===== src/design/sce_pkg.sv =====
`timescale 1ns / 1ps
// shared types, constants and lookup tables of the softmax cross-entropy unit
// no dependencies
package sce_pkg;

    localparam int MAX_CLASSES_DEF = 64;
    localparam int CLS_W   = 7;
    localparam int POS_W   = 32;
    localparam int LOGIT_W = 16;
    localparam int VAL_W   = 32;
    localparam int SUM_W   = 23;
    localparam int LOSS_W  = 48;
    localparam int E_W     = 17;
    localparam int NUM_W   = 49;
    localparam int DEN_W   = 40;
    localparam int IDX_W   = 8;
    localparam logic [18:0] LN2_Q16 = 19'd45426;

    localparam logic [IDX_W-1:0] REG_MODE  = 8'd0;
    localparam logic [IDX_W-1:0] REG_NCLS  = 8'd1;
    localparam logic [IDX_W-1:0] REG_NPOS  = 8'd2;
    localparam logic [IDX_W-1:0] REG_UGRAD = 8'd3;

    typedef enum logic [1:0] {
        KIND_GRAD = 2'd0,
        KIND_LOSS = 2'd1,
        KIND_ERR  = 2'd2
    } t_kind;

    typedef enum logic [3:0] {
        S_IDLE,
        S_MAX,
        S_EXP,
        S_LN1,
        S_LN2,
        S_GRD_RD,
        S_GRD_P,
        S_GRD_WP,
        S_GRD_MUL,
        S_GRD_Q,
        S_GRD_WQ,
        S_GRD_OUT,
        S_BEND,
        S_MEAN,
        S_MEAN_OUT
    } t_state;

    typedef struct packed {
        logic             start;
        logic [NUM_W-1:0] num;
        logic [DEN_W-1:0] den;
    } t_div_req;

    typedef struct packed {
        logic             busy;
        logic             done;
        logic [NUM_W-1:0] quo;
    } t_div_rsp;

    typedef struct packed {
        t_kind            kind;
        logic [VAL_W-1:0] value;
        logic [5:0]       cls;
        logic             last;
    } t_result;

    function automatic logic [16:0] exp_int(input logic [3:0] k);
        logic [16:0] v;
        case (k)
            4'd0:    v = 17'd65536;
            4'd1:    v = 17'd24109;
            4'd2:    v = 17'd8869;
            4'd3:    v = 17'd3263;
            4'd4:    v = 17'd1200;
            4'd5:    v = 17'd442;
            4'd6:    v = 17'd162;
            4'd7:    v = 17'd60;
            4'd8:    v = 17'd22;
            4'd9:    v = 17'd8;
            4'd10:   v = 17'd3;
            4'd11:   v = 17'd1;
            default: v = 17'd0;
        endcase
        return v;
    endfunction

    function automatic logic [16:0] exp_hi(input logic [3:0] h);
        logic [16:0] v;
        case (h)
            4'd0:    v = 17'd65536;
            4'd1:    v = 17'd61565;
            4'd2:    v = 17'd57836;
            4'd3:    v = 17'd54331;
            4'd4:    v = 17'd51039;
            4'd5:    v = 17'd47947;
            4'd6:    v = 17'd45042;
            4'd7:    v = 17'd42313;
            4'd8:    v = 17'd39750;
            4'd9:    v = 17'd37341;
            4'd10:   v = 17'd35079;
            4'd11:   v = 17'd32954;
            4'd12:   v = 17'd30957;
            4'd13:   v = 17'd29081;
            4'd14:   v = 17'd27319;
            default: v = 17'd25664;
        endcase
        return v;
    endfunction

    function automatic logic [16:0] exp_lo(input logic [3:0] f);
        logic [16:0] v;
        case (f)
            4'd0:    v = 17'd65536;
            4'd1:    v = 17'd65280;
            4'd2:    v = 17'd65026;
            4'd3:    v = 17'd64772;
            4'd4:    v = 17'd64520;
            4'd5:    v = 17'd64268;
            4'd6:    v = 17'd64018;
            4'd7:    v = 17'd63768;
            4'd8:    v = 17'd63520;
            4'd9:    v = 17'd63272;
            4'd10:   v = 17'd63025;
            4'd11:   v = 17'd62780;
            4'd12:   v = 17'd62535;
            4'd13:   v = 17'd62291;
            4'd14:   v = 17'd62048;
            default: v = 17'd61806;
        endcase
        return v;
    endfunction

    function automatic logic [15:0] ln_tab(input logic [4:0] j);
        logic [15:0] v;
        case (j)
            5'd0:    v = 16'd0;
            5'd1:    v = 16'd3973;
            5'd2:    v = 16'd7719;
            5'd3:    v = 16'd11262;
            5'd4:    v = 16'd14624;
            5'd5:    v = 16'd17821;
            5'd6:    v = 16'd20870;
            5'd7:    v = 16'd23783;
            5'd8:    v = 16'd26573;
            5'd9:    v = 16'd29248;
            5'd10:   v = 16'd31818;
            5'd11:   v = 16'd34292;
            5'd12:   v = 16'd36675;
            5'd13:   v = 16'd38975;
            5'd14:   v = 16'd41196;
            5'd15:   v = 16'd43345;
            default: v = 16'd45426;
        endcase
        return v;
    endfunction

endpackage


===== src/design/sce_div.sv =====
`timescale 1ns / 1ps
// restoring unsigned divider, one quotient bit per cycle
// depends on sce_pkg
module sce_div (
    input  logic              i_clk,
    input  logic              i_rst_n,
    input  sce_pkg::t_div_req i_req,
    output sce_pkg::t_div_rsp o_rsp
);
    localparam int NW    = sce_pkg::NUM_W;
    localparam int DW    = sce_pkg::DEN_W;
    localparam int CNT_W = $clog2(NW + 1);

    logic             r_busy, n_busy;
    logic             r_done, n_done;
    logic [CNT_W-1:0] r_cnt, n_cnt;
    logic [DW:0]      r_rem, n_rem;
    logic [NW-1:0]    r_quo, n_quo;
    logic [DW-1:0]    r_den, n_den;
    logic [DW:0]      rem_sh;

    always_comb begin
        n_busy = r_busy;
        n_done = 1'b0;
        n_cnt  = r_cnt;
        n_rem  = r_rem;
        n_quo  = r_quo;
        n_den  = r_den;
        rem_sh = {r_rem[DW-1:0], r_quo[NW-1]};
        if (i_req.start) begin
            n_busy = 1'b1;
            n_cnt  = '0;
            n_rem  = '0;
            n_quo  = i_req.num;
            n_den  = i_req.den;
        end else if (r_busy) begin
            // shift in the next numerator bit, subtract when it fits
            if (rem_sh >= {1'b0, r_den}) begin
                n_rem = rem_sh - {1'b0, r_den};
                n_quo = {r_quo[NW-2:0], 1'b1};
            end else begin
                n_rem = rem_sh;
                n_quo = {r_quo[NW-2:0], 1'b0};
            end
            n_cnt = r_cnt + 1'b1;
            if (r_cnt == CNT_W'(NW - 1)) begin
                n_busy = 1'b0;
                n_done = 1'b1;
            end
        end
    end

    always_ff @(posedge i_clk) begin
        if (!i_rst_n) begin
            r_busy <= 1'b0;
            r_done <= 1'b0;
            r_cnt  <= '0;
        end else begin
            r_busy <= n_busy;
            r_done <= n_done;
            r_cnt  <= n_cnt;
        end
        r_rem <= n_rem;
        r_quo <= n_quo;
        r_den <= n_den;
    end

    assign o_rsp.busy = r_busy;
    assign o_rsp.done = r_done;
    assign o_rsp.quo  = r_quo;
endmodule


===== config.mk =====
export PLATFORM = sky130hd
export DESIGN_NAME = sce_div
export DESIGN_NICKNAME = d
export VERILOG_FILES = /design/src/design/sce_pkg.sv /design/src/design/sce_div.sv
export SDC_FILE = /design/constraint.sdc
export NUM_CORES = 1
export LEC_CHECK = 0
export BUFFER_PORTS_ARGS = -buffer_cell sky130_fd_sc_hd__buf_2
export CELL_PAD_IN_SITES_DETAIL_PLACEMENT = 1
export CELL_PAD_IN_SITES_GLOBAL_PLACEMENT = 1
export CORE_MARGIN = 2
export CORE_UTILIZATION = 35
export DETAILED_ROUTE_END_ITERATION = 6
export PLACE_DENSITY = 0.63
export SLEW_MARGIN = 20
export SYNTH_ARGS = -nofsm -noshare
export SYNTH_HDL_FRONTEND = slang
export SYNTH_SLANG_ARGS = --single-unit
export TNS_END_PERCENT = 10

===== constraint.sdc =====
create_clock -name i_clk -period 5.15 [get_ports i_clk]
set_clock_uncertainty 0.05 [all_clocks]
set_input_delay 0.2575 -clock i_clk [delete_from_list [all_inputs] [get_ports i_clk]]
set_output_delay 0.2575 -clock i_clk [all_outputs]
set_load 0.01 [all_outputs]

==> metrics.yaml <==
min_from: "i_rst_n"
grt_overflow: 0
rows: 54
vias: 6203
worstSetupPathType: "reg -> reg"
drtAntennaViolNets: 0
antenna_found_initial: 3
critPathRequiredTime_ps: 5430
vias_per_cell: 5.161
yosys_most_used_dff: "edfxtp_1"
rsz0062_at_grt: "false"
cp-start-kind: "register"
arrival_ps: 4040
cp_max_fo: 22
slew_headroom: 0.2933
setup-tns-final_ps: 0
gp_congestion: 0.7630
fin_crit_ps: 3759
postCtsHoldBufs: 40
drive_above_1_share: 0.2704
setup_slack_ps: 1391
hpwl_mm: 15.61
die-area_sq_mm: 0.02369
report.final.slew_viol_count: 0
cpLargestDelayFamily: "compound AO/OA/AOI/OAI gates"
clk_path_buf_depth: 2
n_fill_cell: 2453
grt_max_degree: 75
post-cts-setup-buffer-count: 0
final_util: 0.4438
grt_usage: 0.1860
max_freq_mhz: 266.0
final_common_cell: "buf_2"
syn_inst: 731
syn_nets: 866
coreArea_sq_mm: 0.02196
final_cell_mix: "141 x buf_2, 89 x edfxtp_1, 57 x nor2_1"
io_buffers: 142
hold_viol: 0
preCtsSetupSlack_ps: 1375
cts_buffers: 17
critPathSlowestCell: "a41o_2"
timing.rr.end: "r_rem[16]"
route.detailed.drc: 0
insertion_delay_ps: 440
cp_cell_sequence: "inv_1 -> ha_1 -> nand3_1 -> o21bai_4 -> a2111o_1 -> a31oi_4 -> nand2_2 -> o41ai_4 -> a41o_2 -> buf_4 -> mux2i_1 -> a211oi_1"
area_delta_synth_final_pct: 23.89
critPathBufInv: 2
syn_area_sq_mm: 0.007866
nNetsFinal: 1043
vdd_drop_max_mv: 0.2065
hold_depth: 2
clock-root-buffer: "clkbuf_16"
synth_edf_count: 89
hold_class: "in -> reg"
ios: 143
die_x_um: 153.9
wl_per_cell_um: 17.76
ys_seq_area_frac: 0.4619
die_h_um: 153.9
syn_area_per_cell_sq_um: 10.76
hold_end: "r_busy"
grt_pass1_vias: 6788
worst_pin_slew_ps: 1060
maxCapViolCount: 0
p_per_area_mw_per_mm2: 323.2
period_share: 0.7300
cts_tree: "built"
ctsResizeCount: 0
ys_async_sr_fraction: 0
yosys_warnings: 0
p_leak_nw: 4.068
crit_cells: 12
dr.pass1.iters: 4
cp-end-kind: "register"
ys_types: 73
routed_wl_mm: 21.35
reg2reg_depth: 12
clock_sinks: 137
grt_pass1_wl_mm: 35.11
reg2reg_from: "r_den[3]"
finalSetupViolCount: 0
cpPeakStageDelay_ps: 690
reg2reg_slack_ps: 1390
ys_ff_latch: 137
outcome: "completed"
drt_iter0_drc: 238
start_util: 0.3582
clkTransAtPathRegs_ps: 70
htreeDepth: 4
[Yosys cell counts (4+ instances only)]
library cell / count / area (sq um)
nor3_1: 8 / 40.04
dfxtp_1: 48 / 960.9
nand2_1: 45 / 168.9
and3_1: 5 / 31.28
mux2i_1: 32 / 320.3
nand3_1: 8 / 40.04
a31oi_1: 4 / 25.02
nor2_1: 57 / 214.0
xnor2_1: 24 / 210.2
inv_1: 56 / 210.2
o211ai_1: 4 / 30.03
o21bai_1: 7 / 52.55
a21o_1: 13 / 97.59
o21a_1: 5 / 37.54
edfxtp_1: 89 / 2673
a211oi_1: 23 / 172.7
o41ai_1: 4 / 35.03
nor2b_1: 5 / 31.28
a211o_1: 4 / 35.03
nand4_1: 11 / 68.82
o21ai_0: 21 / 105.1
o21ai_1: 14 / 70.07
xor2_1: 15 / 131.4
ha_1: 42 / 525.5
mux2_2: 49 / 551.8
nand2b_1: 4 / 25.02
clkbuf_1: 14 / 52.55
a21oi_1: 49 / 245.2
[worst register-to-register path, delay by kind of cell (launching register included)]
kind                       cells  cell delay (ps)
and+or+nand+nor                2              230
DFF                            1              340
AOI/OAI and AO/OA              6             2190
muxes                          1              110
buffers and inverters          2              380
adders and majority gates      1              360
[metal layers]
metal | vias up | track usage | part of all wire
li1 | 3045 | - | -
met1 | 2997 | 0.2339 | 0.46
met2 | 131 | 0.3080 | 0.46
met3 | 26 | 0.06454 | 0.065
met4 | 4 | 0.04495 | 0.011
met5 | - | 0 | 0.0015
[stage by stage]
step	power (mW)	cell area (sq um)	hold slack [ps]	instances
6_report	3.150	9746	17.65	1202
5_1_grt	3.309	9743	27.76	1201
4_1_cts	3.195	9743	8.421	1201
3_5_place_dp	1.912	8737	385.9	1129
3_3_place_gp	1.900	8737	383.7	1129
2_1_floorplan	1.718	7866	306.4	731
[sequential cells by signal, summed over array words and instances (netlist names)]
register	flops
r_den	40
r_quo	49
r_cnt	6
r_done	1
r_rem	40
r_busy	1
[cell type report]
cell class | count | area, sq um | area share
Antenna cell | 1 | 2.502 | 0.0002568
Clock buffer | 17 | 425.4 | 0.04365
Clock inverter | 15 | 180.2 | 0.01849
Inverter | 56 | 210.2 | 0.02157
Multi-Input combinational cell | 508 | 3784 | 0.3882
Sequential cell | 137 | 3635 | 0.3730
Tap cell | 280 | 350.3 | 0.03595
Timing Repair Buffer | 188 | 1159 | 0.1189
[logic make-up after synthesis]
logic type,count (synthesis),share of synthesized area
AOI/OAI and AO/OA,180,0.1579
xor gates and xnor gates,39,0.04342
adders and majority gates,43,0.06935
buffers and inverters,86,0.05726
DFF,137,0.4619
muxes,81,0.1109
and+or+nand+nor,165,0.09926
[worst max path at each step]
stage,from,end,slack [ps]
2_1_floorplan,r_den[24],r_quo[0],2090
3_3_place_gp,r_den[6],r_rem[17],1500
3_5_place_dp,r_den[3],r_rem[16],1380
4_1_cts,r_den[3],r_rem[16],1340
5_1_grt,r_den[3],r_rem[16],1150
6_report,r_den[3],r_rem[16],1390
[power by group]
| part | internal (mW) | switching (mW) | leakage [nW] |
|---|---|---|---|
| clock | 0.654 | 0.587 | 0.290 |
| sequential | 1.27 | 0.0460 | 1.28 |
| combinational | 0.258 | 0.335 | 2.50 |
| total | 2.18 | 0.967 | 4.07 |
Note: power is estimated with default switching activity, not from simulation.
