`src/design/sce_ram.sv`:
```
`timescale 1ns / 1ps
// generic single-write, single-read ram with registered read data
// no dependencies
module sce_ram #(
    parameter int WIDTH = 16,
    parameter int DEPTH = 64
) (
    input  logic                     i_clk,
    input  logic                     i_we,
    input  logic [$clog2(DEPTH)-1:0] i_waddr,
    input  logic [WIDTH-1:0]         i_wdata,
    input  logic [$clog2(DEPTH)-1:0] i_raddr,
    output logic [WIDTH-1:0]         o_rdata
);
    logic [WIDTH-1:0] r_mem [DEPTH];
    logic [WIDTH-1:0] r_rdata;

    always_ff @(posedge i_clk) begin
        if (i_we) begin
            r_mem[i_waddr] <= i_wdata;
        end
        r_rdata <= r_mem[i_raddr];
    end

    assign o_rdata = r_rdata;
endmodule

```
`config.mk`:
```
export PLATFORM = sky130hd
export DESIGN_NAME = sce_ram
export DESIGN_NICKNAME = d
export VERILOG_FILES = /design/src/design/sce_ram.sv
export SDC_FILE = /design/constraint.sdc
export NUM_CORES = 1
export LEC_CHECK = 0
export BUFFER_PORTS_ARGS = -buffer_cell sky130_fd_sc_hd__buf_2
export CELL_PAD_IN_SITES_DETAIL_PLACEMENT = 0
export CELL_PAD_IN_SITES_GLOBAL_PLACEMENT = 1
export CORE_ASPECT_RATIO = 0.6
export CORE_MARGIN = 3
export CORE_UTILIZATION = 25
export DETAILED_ROUTE_END_ITERATION = 10
export MAX_ROUTING_LAYER = met4
export PLACE_DENSITY = 0.48
export RECOVER_POWER = 50
export SETUP_SLACK_MARGIN = 0.2
export SLEW_MARGIN = 30
export SYNTH_ARGS = -nofsm -noshare
export SYNTH_HDL_FRONTEND = slang
export SYNTH_SLANG_ARGS = --single-unit
```
`constraint.sdc`:
```
create_clock -name i_clk -period 3.2 [get_ports i_clk]
set_input_delay 0.32 -clock i_clk [delete_from_list [all_inputs] [get_ports i_clk]]
set_output_delay 0.32 -clock i_clk [all_outputs]
set_load 0.03 [all_outputs]
```
==> results.yml, run 1 <==
setup_path:
  rrSetupSlack_ns: 0.82
  cp-end-kind: "flop"
  reg2regPathDepth: 6
  cp.required_ns: 3.47
  cp_max_fo: 29
  startpoint_type: "input port"
  r2r_end: "o_rdata[1]"
  crit_path_cell_trace: "clkbuf_1, clkbuf_1"
  critPathSlowestCell: "clkbuf_1"
  crit_arrival_ns: 2.83
  critPathTopFamily: "buffers and inverters"
  cpMostUsedCell: "clkbuf_1"
  r2r_start: "r_mem[30][1]"
  worst-setup-path-type: "input port to flop"
  critPathMaxStageDelay_ns: 1.33
  path_buf_inv: 2
logic_synthesis:
  syn_area_per_cell_um2: 21.9
  yosys_warnings: 0
  yosysTopAreaCell: "edfxtp_1"
  synthCells: 1829
  synth_top_cells_by_area: "edfxtp_1, mux4_2, mux2i_1"
  synth_edf_count: 1024
  yosys.cell_types.count: 43
  ys_async_sr_fraction: 0
  synth-seq-cells: 1040
  ys_seq_area_frac: 0.776
  synth_fp_nets: 1859
  synth_most_common_cell: "edfxtp_1"
  ys_top_cells_by_count: "edfxtp_1, mux4_2, mux2i_1, nor2_1, nand2_1"
  synth_flop_cell: "edfxtp_1"
  synth_area_um2: 40000
  yosys.area.top_type_share: 0.768
die:
  die_w_um: 523
  dieHeight_um: 316
  initial_core_util: 0.252
  coreArea_um2: 159000
  die-area_um2: 165000
  rows: 113
  io_pins: 46
route:
  vias: 19900
  route.detailed.wl_per_inst_um: 28.0
  ant_nets: 0
  drc: 0
  first_pass_iters: 6
  drt-total-wl_um: 119000
  first_iter_violations: 2239
  via_per_inst: 4.67
clock_network:
  clk_latency_ns: 0.69
  cts-buffers-inserted: 97
  htree_levels: 3
  cts_sinks: 1040
  cts_setup_buffers: 0
  cts.repair.resized: 0
  clk_pin_slew_worst_paths_ns: 0.06
  clk_path_buf_depth: 3
  hold_buffers: 0
  cts_tree: "yes"
  cts_root_buf: "clkbuf_16"
run:
  max_cap_violations: 13
hold_path:
  worstHoldStart: "i_raddr[5]"
  hold_end: "o_rdata[11]"
  hold-path-cell-count: 3
  hp-class: "input port to flop"
pwr:
  peakVddDrop_mv: 0.394
  clockPowerShare: 0.419
  p_comb_frac: 0.057
  seq_power_share: 0.524
  p_int_mw: 22.6
  p_sw_mw: 6.30
  switching_share: 0.218
  p_leak_nw: 14.6
  power_density_nw_per_um2: 615
timing:
  final-hold-violation-count: 0
  slew_headroom: -0.874
  tightestPinTransition_ns: 2.81
  hold_slack_ns: 0.203
  setup_viol_count_final: 0
  fin_skew_ns: 0.0317
  period_share: 0.800
  max_freq_mhz: 390
  min_period_ns: 2.56
  rsz0062_at_grt: "false"
  drv_slew: 570
global_route:
  grt_pass1_vias: 19700
  grt_max_degree: 60
  grt_first_pass_wirelength_um: 165000
  grt-ovfl-total: 0
  antenna_found_initial: 14
  grt_use_total: 0.148
status:
  violations: "capacitance limit, slew limit"
  status: "finished, violations left"
layout:
  fillers: 15400
  fin_area_um2: 47000
  multiInputGateArea_um2: 8270
  areaGrowthSynthToFinish_pct: 17.3
  finalCoreUtilization: 0.296
  finalNetCount: 2072
  seqCellArea_um2: 31100
  final_layout_size_suffix_gt1_frac: 0.282
place:
  dp_hpwl_um: 75700
  io_buffers: 45
  dpl-instance-area_um2: 43800
  routabilityCongestion: 0.794
==> worst max path at each step <==
| stage | from | depth (start not counted) | slack, ns | end |
|---|---|---|---|---|
| after floorplan | i_waddr[3] | 4 | 0.85 | r_mem[48][0] |
| after global placement | i_raddr[2] | 6 | -0.25 | o_rdata[0] |
| after detailed placement | i_raddr[2] | 6 | 0.20 | o_rdata[1] |
| after CTS | r_mem[30][1] | 6 | 0.96 | o_rdata[1] |
| after global routing | i_wdata[9] | 2 | 0.49 | r_mem[30][9] |
| final | i_wdata[14] | 2 | 0.64 | r_mem[55][14] |
==> cell usage in the layout, fill, tap and decap left out, types with 12 or more instances in the layout <==
cell / netlist / routed
buf_4: 13 / 141
nor2b_1: 30 / 28
dfxtp_1: 16 / 16
buf_2: 36 / 26
mux4_2: 220 / 220
clkbuf_1: 24 / 45
bufinv_16: 0 / 14
a22oi_1: 39 / 39
nand4_1: 12 / 12
clkbuf_16: 0 / 100
mux2_2: 27 / 27
nor2_1: 72 / 70
a221oi_1: 16 / 14
nand3_1: 24 / 24
clkinv_2: 0 / 16
mux2i_1: 85 / 85
clkinv_1: 0 / 18
a21oi_1: 17 / 17
buf_12: 5 / 15
edfxtp_1: 1024 / 1024
nand2_1: 59 / 59
==> through the flow <==
step	cells	setup WS (ns)	power [mW]	setup TNS (ns)
final	4257	0.639	28.9	0
after global routing	4254	0.486	29.9	0
after CTS	4251	0.955	29.2	0
after detailed placement	4070	0.198	17.1	0
after global placement	4069	-0.249	17.1	-0.406
after floorplan	1829	0.845	16.2	0
==> logic make-up after synthesis <==
logic type	synth area share
flip-flops	0.776
buffers and inverters	0.0183
multiplexers	0.155
AO/OA/AOI/OAI	0.0241
AND/OR/NAND/NOR	0.0265
==> worst register-to-register path, cell delays in order, from the launching register on <==
cell and delay [ns]:
edfxtp_1 0.36, mux4_2 0.48, mux2i_1 0.61, nand3_1 0.35, a31oi_1 0.24, buf_4 0.16
a311oi_1 0.05
==> registers in the layout, summed over array words and instances, names as in the netlist <==
register,count
r_mem,1024
o_rdata,16
==> power by group through the flow <==
stage	sequential (mW)	clock (mW)	combinational (mW)
6_report	15.1	12.1	1.66
5_1_grt	15.1	13.0	1.76
4_1_cts	15.1	12.4	1.69
3_5_place_dp	15.4	0	1.69
3_3_place_gp	15.4	0	1.67
2_1_floorplan	15.4	0	0.781
==> per-layer routing <==
layer / routed length (µm) / share of wire / global-route usage / vias up
met5: 0 / 0 / - / -
met2: 48200 / 0.40 / 0.193 / 699
met4: 1710 / 0.014 / 0.0257 / 0
met1: 60900 / 0.51 / 0.237 / 10900
met3: 8270 / 0.069 / 0.0253 / 123
li1: - / - / - / 8117
==> layout make-up <==
type	count	area share
Tap cell	2127	0.0567
Timing Repair Buffer	218	0.0354
Sequential cell	1040	0.661
Clock inverter	59	0.0141
Clock buffer	122	0.0559
Multi-Input combinational cell	685	0.176
Antenna cell	6	0.000320
Power figures use the tool's default switching activity.
==> run 2, diff against run 1 <==
--- a/config.mk
+++ b/config.mk
@@ -13,7 +13,7 @@
 export CORE_UTILIZATION = 25
 export DETAILED_ROUTE_END_ITERATION = 10
 export MAX_ROUTING_LAYER = met4
-export PLACE_DENSITY = 0.48
+export PLACE_DENSITY = 0.49
 export RECOVER_POWER = 50
 export SETUP_SLACK_MARGIN = 0.2
 export SLEW_MARGIN = 30
==> constraint.sdc (replaced) <==
create_clock -name i_clk -period 2.35 [get_ports i_clk]
set_input_delay 0.235 -clock i_clk [delete_from_list [all_inputs] [get_ports i_clk]]
set_output_delay 0.235 -clock i_clk [all_outputs]
set_load 0.03 [all_outputs]
==> run 2 against run 1 <==
The run still ends with capacitance limit, slew limit left. Flip-flop and latch count unchanged. Utilization grew 0.87 points. Total power up 40%. Clock skew rose by 0.0068 ns. Non-clock buffer count up 96. Critical path type is now flop to flop.
==> results.yml, run 2 (same netlist as run 1, synthesis figures left out) <==
setup_path:
  startpoint_type: "flop"
  cp_max_fo: 2
  crit_arrival_ns: 2.69
  r2r_end: "o_rdata[9]"
  crit_path_start: "r_mem[22][9]"
  worst-setup-path-type: "flop to flop"
  cp-end-kind: "flop"
  cp.required_ns: 2.93
  rrSetupSlack_ns: 0.23
  reg2regPathDepth: 6
  r2r_start: "r_mem[22][9]"
  cp-endpoint: "o_rdata[9]"
clock_network:
  clk_path_buf_depth: 3
  cts_setup_buffers: 0
  clk_latency_ns: 0.70
  cts_root_buf: "clkbuf_16"
  clk_pin_slew_worst_paths_ns: 0.06
  cts_sinks: 1040
  cts_tree: "yes"
  htree_levels: 3
  cts-buffers-inserted: 95
status:
  status: "finished, violations left"
  violations: "capacitance limit, slew limit"
route:
  first_iter_violations: 2330
  route.detailed.wl_per_inst_um: 27.5
  drc: 0
  vias: 20000
  drt-total-wl_um: 120000
  first_pass_iters: 5
  via_per_inst: 4.59
  ant_nets: 0
layout:
  layout_commonest_cell: "edfxtp_1"
  final_cell_mix: "edfxtp_1, mux4_2, buf_4"
  largest_register_ffs: 1024
  final_layout_size_suffix_gt1_frac: 0.317
  finalCoreUtilization: 0.305
  largest_register: "r_mem"
  finalNetCount: 2166
  areaGrowthSynthToFinish_pct: 20.7
  stdcell_count: 4349
  fin_area_um2: 48300
global_route:
  grt-ovfl-total: 0
  antenna_found_initial: 10
  grt_max_degree: 65
  grt_use_total: 0.148
  grt_first_pass_wirelength_um: 165000
  grt_pass1_vias: 20000
die:
  io_pins: 46
  dieHeight_um: 316
  initial_core_util: 0.252
  coreArea_um2: 159000
  rows: 113
  die-area_um2: 165000
  die_w_um: 523
pwr:
  power_density_nw_per_um2: 835
  p_leak_nw: 15.3
  switching_share: 0.216
  p_int_mw: 31.6
  clockPowerShare: 0.429
  total_power_mw: 40.4
  p_comb_frac: 0.060
  seq_power_share: 0.511
  p_sw_mw: 8.71
  peakVddDrop_mv: 0.500
place:
  routabilityCongestion: 0.797
  place_inst: 4166
  io_buffers: 45
  post-place-ws_ns: -0.508
  dp_hpwl_um: 78600
  dpl-instance-area_um2: 45000
timing:
  final-hold-violation-count: 0
  fin_skew_ns: 0.0384
  drv_slew: 622
  setup_viol_count_final: 0
  setup_slack_ns: 0.234
  min_period_ns: 2.12
  period_share: 0.900
  tightestPinTransition_ns: 2.50
  slew_headroom: -0.665
  rsz0062_at_grt: "true"
  max_freq_mhz: 473
run:
  max_cap_violations: 14
hold_path:
  hp-class: "input port to flop"
run 2: repair_timing:
| item | 4_1_cts | 5_1_grt |
|---|---|---|
| resized for setup | 1 | 4 |
| hold buffers | 0 | 0 |
| endpoints found under the setup margin | 1 | 4 |
run 2: layout make-up:
type,count,area (µm²)
fillers,15300,110000
flip-flops and latches,1040,31100
multi-input cells,685,8260
repair buffers,314,2880
well taps,2127,2660
clock buffers,111,2550
clock inverters,66,908
diodes,6,15.0
run 2: critical path, cell delays in order, from the launching register on:
cell      delay, ns
edfxtp_1       0.33
mux4_2         0.22
mux2i_1        0.10
a22oi_1        0.73
a31oi_1        0.20
buf_4          0.18
a311oi_1       0.26
run 2: how the worst min path moves through the flow:
stage	from	endpoint	slack (ns)	cells after the start
2_1_floorplan	i_wdata[0]	r_mem[0][0]	0.33	0
3_3_place_gp	o_rdata[10]	o_rdata[10]	0.69	1
3_5_place_dp	o_rdata[10]	o_rdata[10]	0.69	1
4_1_cts	i_wdata[12]	r_mem[43][12]	0.001	1
5_1_grt	i_raddr[5]	o_rdata[4]	0.17	4
6_report	i_raddr[5]	o_rdata[4]	0.20	4
run 2: metal layers:
layer	vias to the layer above	global-route usage	share of wire
met5	-	-	0
met4	0	0.0238	0.013
met3	120	0.0468	0.094
met2	645	0.185	0.39
met1	10900	0.231	0.51
li1	8312	-	-
run 2: stage by stage:
stage / setup TNS [ns] / hold WS (ns)
3_3_place_gp: -3.69 / 0.691
3_5_place_dp: -3.58 / 0.693
6_report: 0 / 0.203
5_1_grt: 0 / 0.173
4_1_cts: 0 / 0.00107
2_1_floorplan: 0 / 0.334
run 2: power by group through the flow:
stage | clock (mW) | sequential (mW) | combinational [mW]
after global placement | 0 | 21.0 | 2.45
after CTS | 17.7 | 20.6 | 2.48
after global routing | 18.5 | 20.6 | 2.58
final | 17.3 | 20.6 | 2.42
after floorplan | 0 | 21.0 | 1.06
after detailed placement | 0 | 21.0 | 2.47
==> run 3, diff against run 2 <==
--- a/config.mk
+++ b/config.mk
@@ -13,7 +13,7 @@
 export CORE_UTILIZATION = 25
 export DETAILED_ROUTE_END_ITERATION = 10
 export MAX_ROUTING_LAYER = met4
-export PLACE_DENSITY = 0.49
+export PLACE_DENSITY_LB_ADDON = 0.1
 export RECOVER_POWER = 50
 export SETUP_SLACK_MARGIN = 0.2
 export SLEW_MARGIN = 30
==> run 3 against run 2 <==
The run still ends with capacitance limit, slew limit left. Clock power shrank 6%. Design area shrank 0.18%. First-iteration DRC count shrank 24%. Clock skew shrank 0.019 ns. Critical path depth shrank 1. Flip-flop and latch count is the same. Sequential power is essentially flat. Critical path type unchanged. Largest cell class unchanged.
==> results.yml, run 3 (same netlist as run 1, synthesis figures left out) <==
setup_path:
  crit_arrival_ns: 2.70
  reg2regPathDepth: 5
  cp_max_fo: 1
  cp-end-kind: "flop"
  cp.required_ns: 2.90
  r2r_end: "o_rdata[11]"
  crit_path_cell_trace: "mux4_2, nor2b_1, a211o_1, a31oi_2, a311oi_1"
  cp-endpoint: "o_rdata[11]"
  startpoint_type: "flop"
  critPathSlowestCell: "a211o_1"
  r2r_start: "r_mem[11][11]"
  critPathMaxStageDelay_ns: 0.48
  crit_path_start: "r_mem[11][11]"
  rrSetupSlack_ns: 0.20
  worst-setup-path-type: "flop to flop"
die:
  coreArea_um2: 159000
  dieHeight_um: 316
  initial_core_util: 0.252
  io_pins: 46
  die_w_um: 523
  die-area_um2: 165000
  rows: 113
layout:
  layout_commonest_cell: "edfxtp_1"
  largest_register_ffs: 1024
  finalCoreUtilization: 0.304
  largest_register: "r_mem"
  final_layout_size_suffix_gt1_frac: 0.324
  areaGrowthSynthToFinish_pct: 20.5
  finalNetCount: 2175
  final_cell_mix: "edfxtp_1, mux4_2, buf_4"
route:
  via_per_inst: 4.52
  route.detailed.wl_per_inst_um: 29.2
  vias: 19700
  ant_nets: 0
  first_iter_violations: 1768
  drc: 0
  first_pass_iters: 6
  drt-total-wl_um: 127000
timing:
  tightestPinTransition_ns: 2.05
  min_period_ns: 2.15
  period_share: 0.916
  max_freq_mhz: 465
  setup_viol_count_final: 0
  fin_skew_ns: 0.0199
  final-hold-violation-count: 0
  drv_slew: 546
  slew_headroom: -0.369
  rsz0062_at_grt: "true"
global_route:
  grt_max_degree: 65
  grt_use_total: 0.159
  grt_first_pass_wirelength_um: 174000
  antenna_found_initial: 16
  grt-ovfl-total: 0
  grt_pass1_vias: 20100
place:
  routabilityCongestion: 0.813
  io_buffers: 45
  dp_hpwl_um: 82800
clock_network:
  cts_sinks: 1040
  cts_tree: "yes"
  clk_pin_slew_worst_paths_ns: 0.06
  clk_path_buf_depth: 3
  cts_root_buf: "clkbuf_16"
  cts-buffers-inserted: 107
  clk_latency_ns: 0.71
  htree_levels: 3
pwr:
  power_density_nw_per_um2: 814
  total_power_mw: 39.3
  p_leak_nw: 15.1
  peakVddDrop_mv: 0.513
status:
  status: "finished, violations left"
  violations: "capacitance limit, slew limit"
hold_path:
  hp-class: "input port to flop"
run:
  max_cap_violations: 12
==> run 3: how the worst min path moves through the flow <==
stage                         to         from  depth (start not counted)
floorplan            r_mem[0][0]   i_wdata[0]                          0
global placement     o_rdata[12]  o_rdata[12]                          1
detailed placement   o_rdata[12]  o_rdata[12]                          1
CTS                 r_mem[54][7]   i_wdata[7]                          2
global route          o_rdata[4]   i_raddr[5]                          4
finish                o_rdata[4]   i_raddr[5]                          4
==> run 3: final cells by class <==
cell class	count	area, µm²
Fill cell	15400	110000
Tap cell	2127	2660
Antenna cell	10	25.0
Clock buffer	134	2790
Timing Repair Buffer	311	2920
Sequential cell	1040	31100
Multi-Input combinational cell	685	8360
Clock inverter	60	428
==> run 3: layer usage <==
metal  wire length [µm]  vias to the layer above  share of wire  global-route usage
li1                   -                     8354              -                   -
met1              66400                    10800           0.52               0.248
met2              50300                      502           0.39               0.204
met3               8190                      141          0.064              0.0380
met4               2480                        0          0.019              0.0323
met5                  0                        -              0                   -
==> run 3: power breakdown <==
group          total, mW  switching [mW]  internal, mW
sequential          20.6          0.0753          20.6
clock               16.2            7.32          8.84
combinational       2.48            1.59         0.894
total               39.3            8.98          30.3
==> run 3: timing repair <==
action	4_1_cts	5_1_grt
buffers inserted	0	0
hold buffers	0	1
endpoints found under the setup margin	3	5
resized for setup	3	4
hold endpoints to repair	0	3
==> run 3: worst max-delay path, delay by kind of cell (launching register included) <==
kind             cells  cell delay [ns]
flip-flops           1             0.36
AND/OR/NAND/NOR      1             0.14
AO/OA/AOI/OAI        3             1.04
multiplexers         1             0.47
==> run 3: metrics by stage <==
| step | area (µm²) | hold slack (ns) | TNS, ns | cells | setup slack [ns] |
|---|---|---|---|---|---|
| 3_5_place_dp | 45200 | 0.675 | -5.34 | 4162 | -0.575 |
| 5_1_grt | 48200 | 0.163 | 0 | 4361 | 0.107 |
| 2_1_floorplan | 40100 | 0.334 | 0 | 1829 | 0.157 |
| 6_report | 48300 | 0.202 | 0 | 4367 | 0.197 |
| 3_3_place_gp | 45200 | 0.680 | -5.08 | 4162 | -0.561 |
| 4_1_cts | 48500 | 0.00519 | 0 | 4356 | 0.174 |
